[src/hw/rtl/avpm_pkg.sv]
// Shared types and constants for the audio volume/pan mixer.
// Used by every module under hw/rtl; depends on nothing.
package avpm_pkg;

    localparam int SAMPLE_W = 16;
    localparam int PAN_W    = 8;
    localparam int VOL_W    = 8;
    localparam int ACC_W    = 32;
    localparam int MUL_W    = 32;
    localparam int PROD_W   = 2 * MUL_W;
    localparam int CFG_IDX_W = 2;
    localparam int IN_DATA_W  = SAMPLE_W + PAN_W;
    localparam int IN_USER_W  = 2;
    localparam int OUT_DATA_W = SAMPLE_W;

    localparam int FULL_VOLUME_DEF = 100;
    localparam int PAN_FULL        = 100;

    localparam logic [VOL_W-1:0] VOL_RESET = 8'd100;

    localparam logic [CFG_IDX_W-1:0] REG_MASTER = 2'd0;
    localparam logic [CFG_IDX_W-1:0] REG_MUSIC  = 2'd1;
    localparam logic [CFG_IDX_W-1:0] REG_EFFECT = 2'd2;

    typedef struct packed {
        logic [VOL_W-1:0] master;
        logic [VOL_W-1:0] music;
        logic [VOL_W-1:0] effect;
    } t_vol_cfg;

endpackage

[src/hw/rtl/avpm_cfg.sv]
// Volume configuration registers of the mixer.
// Depends on avpm_pkg.
module avpm_cfg (
    input  logic                             i_clk,
    input  logic                             i_rst_n,
    input  logic                             i_cfg_we,
    input  logic [avpm_pkg::CFG_IDX_W-1:0]   i_cfg_idx,
    input  logic [avpm_pkg::VOL_W-1:0]       i_cfg_data,
    output avpm_pkg::t_vol_cfg               o_cfg
);

    avpm_pkg::t_vol_cfg r_cfg;

    always_ff @(posedge i_clk) begin
        if (!i_rst_n) begin
            r_cfg.master <= avpm_pkg::VOL_RESET;
            r_cfg.music  <= avpm_pkg::VOL_RESET;
            r_cfg.effect <= avpm_pkg::VOL_RESET;
        end else if (i_cfg_we) begin
            case (i_cfg_idx)
                avpm_pkg::REG_MASTER: r_cfg.master <= i_cfg_data;
                avpm_pkg::REG_MUSIC:  r_cfg.music  <= i_cfg_data;
                avpm_pkg::REG_EFFECT: r_cfg.effect <= i_cfg_data;
                default: ;
            endcase
        end
    end

    assign o_cfg = r_cfg;

endmodule

[src/hw/rtl/avpm_mul.sv]
// Shared unsigned multiplier with registered product.
// Depends on avpm_pkg.
module avpm_mul (
    input  logic                          i_clk,
    input  logic [avpm_pkg::MUL_W-1:0]    i_a,
    input  logic [avpm_pkg::MUL_W-1:0]    i_b,
    output logic [avpm_pkg::PROD_W-1:0]   o_p
);

    logic [avpm_pkg::PROD_W-1:0] r_p;

    always_ff @(posedge i_clk) begin
        r_p <= avpm_pkg::PROD_W'(i_a) * avpm_pkg::PROD_W'(i_b);
    end

    assign o_p = r_p;

endmodule

[src/hw/rtl/avpm_core.sv]
// Mixer sequencer: volume, scale and pan steps on the shared multiplier,
// saturating accumulator and output register. Depends on avpm_pkg, avpm_mul.
module avpm_core #(
    parameter int FULL_VOLUME = avpm_pkg::FULL_VOLUME_DEF
) (
    input  logic                               i_clk,
    input  logic                               i_rst_n,
    input  avpm_pkg::t_vol_cfg                 i_cfg,
    input  logic                               i_s_tvalid,
    output logic                               o_s_tready,
    input  logic [avpm_pkg::IN_DATA_W-1:0]     i_s_tdata,
    input  logic [avpm_pkg::IN_USER_W-1:0]     i_s_tuser,
    input  logic                               i_s_tlast,
    output logic                               o_m_tvalid,
    input  logic                               i_m_tready,
    output logic [avpm_pkg::OUT_DATA_W-1:0]    o_m_tdata
);

    localparam int SW  = avpm_pkg::SAMPLE_W;
    localparam int PNW = avpm_pkg::PAN_W;
    localparam int VW  = avpm_pkg::VOL_W;
    localparam int AW  = avpm_pkg::ACC_W;
    localparam int MW  = avpm_pkg::MUL_W;
    localparam int PW  = avpm_pkg::PROD_W;
    localparam int PF  = avpm_pkg::PAN_FULL;
    localparam int PMW = $clog2(PF + 1);

    // floor(x/F) = (x*R) >> S, exact for x < 2^N with S = N + clog2(F)
    localparam int VOL_XW = 2 * VW;
    localparam int VOL_S  = VOL_XW + $clog2(FULL_VOLUME);
    localparam logic [PW-1:0] VOL_R =
        ((PW'(1) << VOL_S) + PW'(FULL_VOLUME) - PW'(1)) / PW'(FULL_VOLUME);
    localparam int SCL_XW = SW + VW;
    localparam int SCL_S  = SCL_XW + $clog2(FULL_VOLUME);
    localparam logic [PW-1:0] SCL_R =
        ((PW'(1) << SCL_S) + PW'(FULL_VOLUME) - PW'(1)) / PW'(FULL_VOLUME);
    localparam int PAN_XW = SW + PMW;
    localparam int PAN_S  = PAN_XW + $clog2(PF);
    localparam logic [PW-1:0] PAN_R =
        ((PW'(1) << PAN_S) + PW'(PF) - PW'(1)) / PW'(PF);

    localparam logic [2:0] ST_IDLE = 3'd0;
    localparam logic [2:0] ST_VMUL = 3'd1;
    localparam logic [2:0] ST_VDIV = 3'd2;
    localparam logic [2:0] ST_SMUL = 3'd3;
    localparam logic [2:0] ST_SDIV = 3'd4;
    localparam logic [2:0] ST_PMUL = 3'd5;
    localparam logic [2:0] ST_PDIV = 3'd6;
    localparam logic [2:0] ST_ACC  = 3'd7;

    localparam logic signed [AW-1:0] OUT_MAX = AW'((1 << (SW - 1)) - 1);
    localparam logic signed [AW-1:0] OUT_MIN = -AW'(1 << (SW - 1));

    logic [2:0]             r_state, n_state;
    logic [SW:0]            r_mag;
    logic                   r_neg;
    logic                   r_kind;
    logic                   r_atten;
    logic [PMW-1:0]         r_pmag;
    logic                   r_last;
    logic [SW:0]            r_scaled;
    logic signed [AW-1:0]   r_acc;
    logic                   r_out_valid;
    logic [SW-1:0]          r_out_data;

    logic [MW-1:0]          mul_a, mul_b;
    logic [PW-1:0]          mul_p;

    logic [SW-1:0]          in_sample;
    logic signed [PNW-1:0]  in_pan;
    logic [SW:0]            in_ext;
    logic [PNW:0]           pan_ext, pan_abs;
    logic [VOL_XW-1:0]      vol_pre;
    logic [VW-1:0]          vol_sel;
    logic [SW:0]            scl_now;
    logic [SW:0]            contrib_mag;
    logic signed [SW+1:0]   contrib;
    logic signed [AW:0]     sum;
    logic signed [AW-1:0]   acc_sat;
    logic [SW-1:0]          out_sat;
    logic                   acc_go;

    avpm_mul u_mul (
        .i_clk (i_clk),
        .i_a   (mul_a),
        .i_b   (mul_b),
        .o_p   (mul_p)
    );

    assign in_sample = i_s_tdata[SW-1:0];
    assign in_pan    = i_s_tdata[SW+PNW-1:SW];
    assign in_ext    = {in_sample[SW-1], in_sample};
    assign pan_ext   = {in_pan[PNW-1], in_pan};
    assign pan_abs   = in_pan[PNW-1] ? (~pan_ext + 1'b1) : pan_ext;

    always_comb begin
        vol_pre = r_kind ? VOL_XW'(i_cfg.effect) : VOL_XW'(mul_p >> VOL_S);
        if (vol_pre > VOL_XW'(FULL_VOLUME)) begin
            vol_sel = VW'(FULL_VOLUME);
        end else begin
            vol_sel = vol_pre[VW-1:0];
        end
    end

    assign scl_now = (SW + 1)'(mul_p >> SCL_S);

    always_comb begin
        mul_a = '0;
        mul_b = '0;
        case (r_state)
            ST_VMUL: begin
                mul_a = MW'(i_cfg.music);
                mul_b = MW'(i_cfg.master);
            end
            ST_VDIV: begin
                mul_a = MW'(mul_p[VOL_XW-1:0]);
                mul_b = MW'(VOL_R);
            end
            ST_SMUL: begin
                mul_a = MW'(r_mag);
                mul_b = MW'(vol_sel);
            end
            ST_SDIV: begin
                mul_a = MW'(mul_p[SCL_XW-1:0]);
                mul_b = MW'(SCL_R);
            end
            ST_PMUL: begin
                mul_a = MW'(scl_now);
                mul_b = MW'(PMW'(PF) - r_pmag);
            end
            ST_PDIV: begin
                mul_a = MW'(mul_p[PAN_XW-1:0]);
                mul_b = MW'(PAN_R);
            end
            default: ;
        endcase
    end

    always_comb begin
        contrib_mag = r_atten ? (SW + 1)'(mul_p >> PAN_S) : r_scaled;
        contrib = r_neg ? -$signed({1'b0, contrib_mag}) : $signed({1'b0, contrib_mag});
        sum = $signed({r_acc[AW-1], r_acc}) + (AW + 1)'(contrib);
        if (sum[AW] != sum[AW-1]) begin
            acc_sat = sum[AW] ? {1'b1, {(AW-1){1'b0}}} : {1'b0, {(AW-1){1'b1}}};
        end else begin
            acc_sat = sum[AW-1:0];
        end
        if (acc_sat > OUT_MAX) begin
            out_sat = OUT_MAX[SW-1:0];
        end else if (acc_sat < OUT_MIN) begin
            out_sat = OUT_MIN[SW-1:0];
        end else begin
            out_sat = acc_sat[SW-1:0];
        end
    end

    // a last transfer waits here while the previous result is still held
    assign acc_go = (r_state == ST_ACC) && (!r_last || !r_out_valid || i_m_tready);

    always_comb begin
        n_state = r_state;
        case (r_state)
            ST_IDLE: if (i_s_tvalid) n_state = ST_VMUL;
            ST_VMUL: n_state = ST_VDIV;
            ST_VDIV: n_state = ST_SMUL;
            ST_SMUL: n_state = ST_SDIV;
            ST_SDIV: n_state = ST_PMUL;
            ST_PMUL: n_state = ST_PDIV;
            ST_PDIV: n_state = ST_ACC;
            ST_ACC:  if (acc_go) n_state = ST_IDLE;
            default: n_state = ST_IDLE;
        endcase
    end

    always_ff @(posedge i_clk) begin
        if (!i_rst_n) begin
            r_state     <= ST_IDLE;
            r_acc       <= '0;
            r_out_valid <= 1'b0;
        end else begin
            r_state <= n_state;
            if (acc_go) begin
                r_acc <= r_last ? '0 : acc_sat;
            end
            if (acc_go && r_last) begin
                r_out_valid <= 1'b1;
            end else if (i_m_tready) begin
                r_out_valid <= 1'b0;
            end
        end
    end

    always_ff @(posedge i_clk) begin
        if (r_state == ST_IDLE && i_s_tvalid) begin
            r_mag   <= in_sample[SW-1] ? (~in_ext + 1'b1) : in_ext;
            r_neg   <= in_sample[SW-1];
            r_kind  <= i_s_tuser[0];
            r_atten <= (in_pan[PNW-1] && i_s_tuser[1]) ||
                       (!in_pan[PNW-1] && (in_pan != '0) && !i_s_tuser[1]);
            r_pmag  <= (pan_abs > (PNW + 1)'(PF)) ? PMW'(PF) : pan_abs[PMW-1:0];
            r_last  <= i_s_tlast;
        end
        if (r_state == ST_PMUL) begin
            r_scaled <= scl_now;
        end
        // keep the contribution while the multiplier output moves on
        if (r_state == ST_ACC) begin
            r_scaled <= contrib_mag;
            r_atten  <= 1'b0;
        end
        if (acc_go && r_last) begin
            r_out_data <= out_sat;
        end
    end

    assign o_s_tready = (r_state == ST_IDLE);
    assign o_m_tvalid = r_out_valid;
    assign o_m_tdata  = r_out_data;

endmodule

[src/hw/rtl/audio_volume_pan_mixer_top.sv]
// Stereo PCM mixer slot: volume, pan, saturating accumulation.
// Depends on avpm_pkg, avpm_cfg, avpm_core (which uses avpm_mul).
//
// Usage:
//   Slave stream carries one contribution per transfer; tlast marks the
//   last contribution of an output slot. Master stream returns one
//   saturated 16-bit mixed sample per slot, after its tlast transfer.
//   Volumes are to be written on the cfg port (0 master, 1 music, 2 effect)
//   only while the block is idle, not enforced by it; other indexes are ignored.
// Sequence:
//   A contribution is accepted only after the previous one is done, then runs
//   six steps on the single shared multiplier (volume product, volume divide,
//   sample scale, scale divide, pan scale, pan divide) and an accumulate step.
//   Divides are reciprocal multiplies on that same multiplier. The mixed
//   sample appears on the master side in the cycle after the accumulate step.
// Reset:
//   Volumes return to 100, accumulator clears, no result is pending.
// Stall:
//   The result is held in an output register; the next contribution is
//   accepted meanwhile, and only a further tlast transfer waits in its
//   accumulate step until the held result has been taken.
module audio_volume_pan_mixer_top #(
    parameter int FULL_VOLUME = avpm_pkg::FULL_VOLUME_DEF
) (
    input  logic                               i_clk,
    input  logic                               i_rst_n,
    input  logic                               i_cfg_we,
    input  logic [avpm_pkg::CFG_IDX_W-1:0]     i_cfg_idx,
    input  logic [avpm_pkg::VOL_W-1:0]         i_cfg_data,
    input  logic                               i_s_tvalid,
    output logic                               o_s_tready,
    input  logic [avpm_pkg::IN_DATA_W-1:0]     i_s_tdata,   // source_sample, pan_amount
    input  logic [avpm_pkg::IN_USER_W-1:0]     i_s_tuser,   // source_kind, right_side
    input  logic                               i_s_tlast,
    output logic                               o_m_tvalid,
    input  logic                               i_m_tready,
    output logic [avpm_pkg::OUT_DATA_W-1:0]    o_m_tdata    // mixed_sample
);

    avpm_pkg::t_vol_cfg cfg;

    avpm_cfg u_cfg (
        .i_clk      (i_clk),
        .i_rst_n    (i_rst_n),
        .i_cfg_we   (i_cfg_we),
        .i_cfg_idx  (i_cfg_idx),
        .i_cfg_data (i_cfg_data),
        .o_cfg      (cfg)
    );

    avpm_core #(
        .FULL_VOLUME (FULL_VOLUME)
    ) u_core (
        .i_clk      (i_clk),
        .i_rst_n    (i_rst_n),
        .i_cfg      (cfg),
        .i_s_tvalid (i_s_tvalid),
        .o_s_tready (o_s_tready),
        .i_s_tdata  (i_s_tdata),
        .i_s_tuser  (i_s_tuser),
        .i_s_tlast  (i_s_tlast),
        .o_m_tvalid (o_m_tvalid),
        .i_m_tready (i_m_tready),
        .o_m_tdata  (o_m_tdata)
    );

endmodule
[config.mk]
export PLATFORM = sky130hd
export DESIGN_NAME = audio_volume_pan_mixer_top
export DESIGN_NICKNAME = d
export VERILOG_FILES = /design/src/hw/rtl/avpm_pkg.sv /design/src/hw/rtl/avpm_cfg.sv /design/src/hw/rtl/avpm_mul.sv /design/src/hw/rtl/avpm_core.sv /design/src/hw/rtl/audio_volume_pan_mixer_top.sv
export SDC_FILE = /design/constraint.sdc
export NUM_CORES = 2
export LEC_CHECK = 0
export ABC_CLOCK_PERIOD_IN_PS = 9470
export BUFFER_PORTS_ARGS = -buffer_cell sky130_fd_sc_hd__buf_2
export CAP_MARGIN = 10
export CELL_PAD_IN_SITES_DETAIL_PLACEMENT = 1
export CELL_PAD_IN_SITES_GLOBAL_PLACEMENT = 1
export CORE_ASPECT_RATIO = 1.1
export CORE_MARGIN = 10
export CORE_UTILIZATION = 40
export CTS_CLUSTER_SIZE = 20
export DETAILED_ROUTE_END_ITERATION = 10
export GPL_ROUTABILITY_DRIVEN = 0
export GPL_TIMING_DRIVEN = 0
export PLACE_DENSITY_LB_ADDON = 0.2
export SYNTH_ARGS = -nofsm -noshare
export SYNTH_HDL_FRONTEND = slang
export SYNTH_HIERARCHICAL = 1
export SYNTH_SLANG_ARGS = --single-unit
[constraint.sdc]
create_clock -name i_clk -period 9.47 [get_ports i_clk]
set_input_delay 1.4205 -clock i_clk [delete_from_list [all_inputs] [get_ports i_clk]]
set_output_delay 1.4205 -clock i_clk [all_outputs]
set_load 0.05 [all_outputs]
==> reports/results.ini <==
[outcome]
status=complete, no violations

[pwr]
power_frac_comb_pct=77.9
p_int_mw=3.41
p_leak_nw=20.2
power.share.clock_pct=9.1
power_frac_seq_pct=12.9
p_sw_share_pct=57.9
power_density_nw_per_um2=194
finalPower_mw=8.11
peakVddDrop_v=0.000177
p_switching_mw=4.69

[detailed_routing]
routed_via_density=5.42
drt_first_pass_iters=5
wl_met3_um=8230
met1Wirelength_um=57000
antenna_left=0
wl_per_cell_um=26.7
drt_iter0_drc=1999
met2_length_um=75100
vias=30840
wl_um=152000
top_layer=met4
drc=0

[sta]
setup_viol=0
fin_crit_sh_pct=98.1
min_period_ps=9290
slew_headroom_pct=32.3
slew_violations=0
fmax_ghz=0.108
worst_pin_slew_ps=1000
finalHoldViolations=0
hold-worst-slack_ps=461
skew_ps=20.4

[clock_network]
cts-htree-levels=4
numCtsBuffers=17
cts_root_buf=clkbuf_16
cts.sinks=169
clockBufferDepth=2
clock_latency_ps=480
clkTransAtPathRegs_ps=80
cts_tree=yes

[global_route]
grt_pass1_vias=34201
grt_overflow_total=0
grt_usage_pct=27.9
antenna_found_initial=12
grt_max_degree=32
grt_pass1_wl_um=225000

[finish]
layout-drive-gt1-share_pct=7.72
layout_common_cells=inv_1 (794), fa_1 (794), and2_1 (572)
final_core_util_pct=43.7
design_area_sq_um=41800
area_growth_pct=8.16
num-nets-final=5463

[critical_path]
worst-r2r-cell-count=26
critical_path_required_ps=9820
reg2reg_to=u_core/u_mul/o_p[45]
regToRegSetupSlack_ps=180
r2r_start=u_core/r_state[2]
cp-startpoint=u_core/r_state[2]
criticalPathCategory=register to register
start_kind=register
cp_max_fo=10
cp-end-kind=register
arrival_ps=9640

[synth]
netlist_instances=4283
yosysWarnings=6
syn_area_per_cell_sq_um=9.02
syn_area_sq_um=38600

[worst_hold_path]
hold_path.class=register to register
hold_depth=2
hp-start=u_core/r_acc[22]
hold_path_end=u_core/r_acc[22]

[floorplanning]
dieArea_sq_um=109000
row_count=119
floorplan.initialDensity_pct=40.4
coreArea_sq_um=95700
dieWidth_um=316
pin_count=60
die_h_um=346

[placed_design]
dp_hpwl_um=129000
postPlaceCellArea_sq_um=40700
io_buffer_count=58

[job]
max_cap_viol_count=0

## worst max path at each step
stage | endpoint | depth (start not counted)
after floorplan | u_core/u_mul/o_p[42] | 30
after global placement | u_core/u_mul/o_p[40] | 32
after detailed placement | u_core/u_mul/o_p[43] | 33
after CTS | u_core/u_mul/o_p[44] | 30
after global routing | u_core/u_mul/o_p[40] | 28
final | u_core/u_mul/o_p[45] | 26
## routing by layer
metal  vias to the layer above  track usage (%)
li1                      13286                -
met1                     16188             32.5
met2                       987             47.9
met3                       379             3.63
met4                         0             17.8
met5                         -                0
## sequential cells by signal, indices dropped and copies added, names as in the netlist
register / cells
u_core/u_mul/o_p: 48
u_core/r_acc: 32
u_core/o_m_tdata: 16
u_core/r_last: 1
u_core/r_scaled: 17
u_core/r_mag: 17
u_core/r_state: 3
u_core/r_pmag: 7
u_core/r_kind: 1
u_core/r_atten: 1
u_cfg/o_cfg: 24
u_core/o_m_tvalid: 1
u_core/r_neg: 1
## final cells by class
class	count	area (sq um)
inverter	799	3010
fill	11259	53900
clock buffer	18	450
timing repair buffer	70	439
tap	1270	1590
timing repair inverter	1	7.51
clock inverter	14	174
multi-input combinational	3077	30900
sequential	169	3980
antenna	5	12.5
buffer	269	1260
## power by group through the flow
| stage | sequential [mW] | clock (mW) | combinational [mW] |
|---|---|---|---|
| 5_1_grt | 1.06 | 0.781 | 6.90 |
| 3_5_place_dp | 1.05 | 0 | 6.02 |
| 2_1_floorplan | 0.981 | 0 | 3.96 |
| 4_1_cts | 1.04 | 0.751 | 6.11 |
| 6_report | 1.05 | 0.740 | 6.32 |
| 3_3_place_gp | 1.05 | 0 | 5.88 |
## worst max-delay path: stages, from the launching register on
cell and delay, ps:
dfxtp_1 410, buf_2 330, buf_1 490, o21a_1 360
and2_1 510, clkbuf_2 410, nand2_1 140, fa_1 550
inv_1 50, fa_1 500, inv_1 70, fa_1 530
inv_1 50, fa_1 480, fa_1 670, fa_1 460
fa_1 490, inv_1 60, fa_1 490, inv_1 40
ha_1 460, nand4_1 230, or4_1 510, o221ai_1 240
a21oi_1 100, a21boi_1 170, xnor2_2 340
## what timing repair did
| action | in CTS | in global routing |
|---|---|---|
| setup buffers | 7 | 2 |
| setup endpoints to repair | 30 | 21 |
| resized for setup | 88 | 151 |
| pin swaps | 4 | 4 |
| hold buffers | 0 | 0 |
| cloned | 1 | 0 |
## stage by stage
| stage | worst slack, ps | cells | setup TNS [ps] |
|---|---|---|---|
| 2_1_floorplan | 1020 | 4318 | 0 |
| 3_3_place_gp | -2360 | 5646 | -50410 |
| 3_5_place_dp | -1690 | 5649 | -29750 |
| 4_1_cts | 9.22 | 5688 | 0 |
| 5_1_grt | -6.41 | 5688 | -6.41 |
| 6_report | 182 | 5692 | 0 |
(Power assumes the default switching activity.)
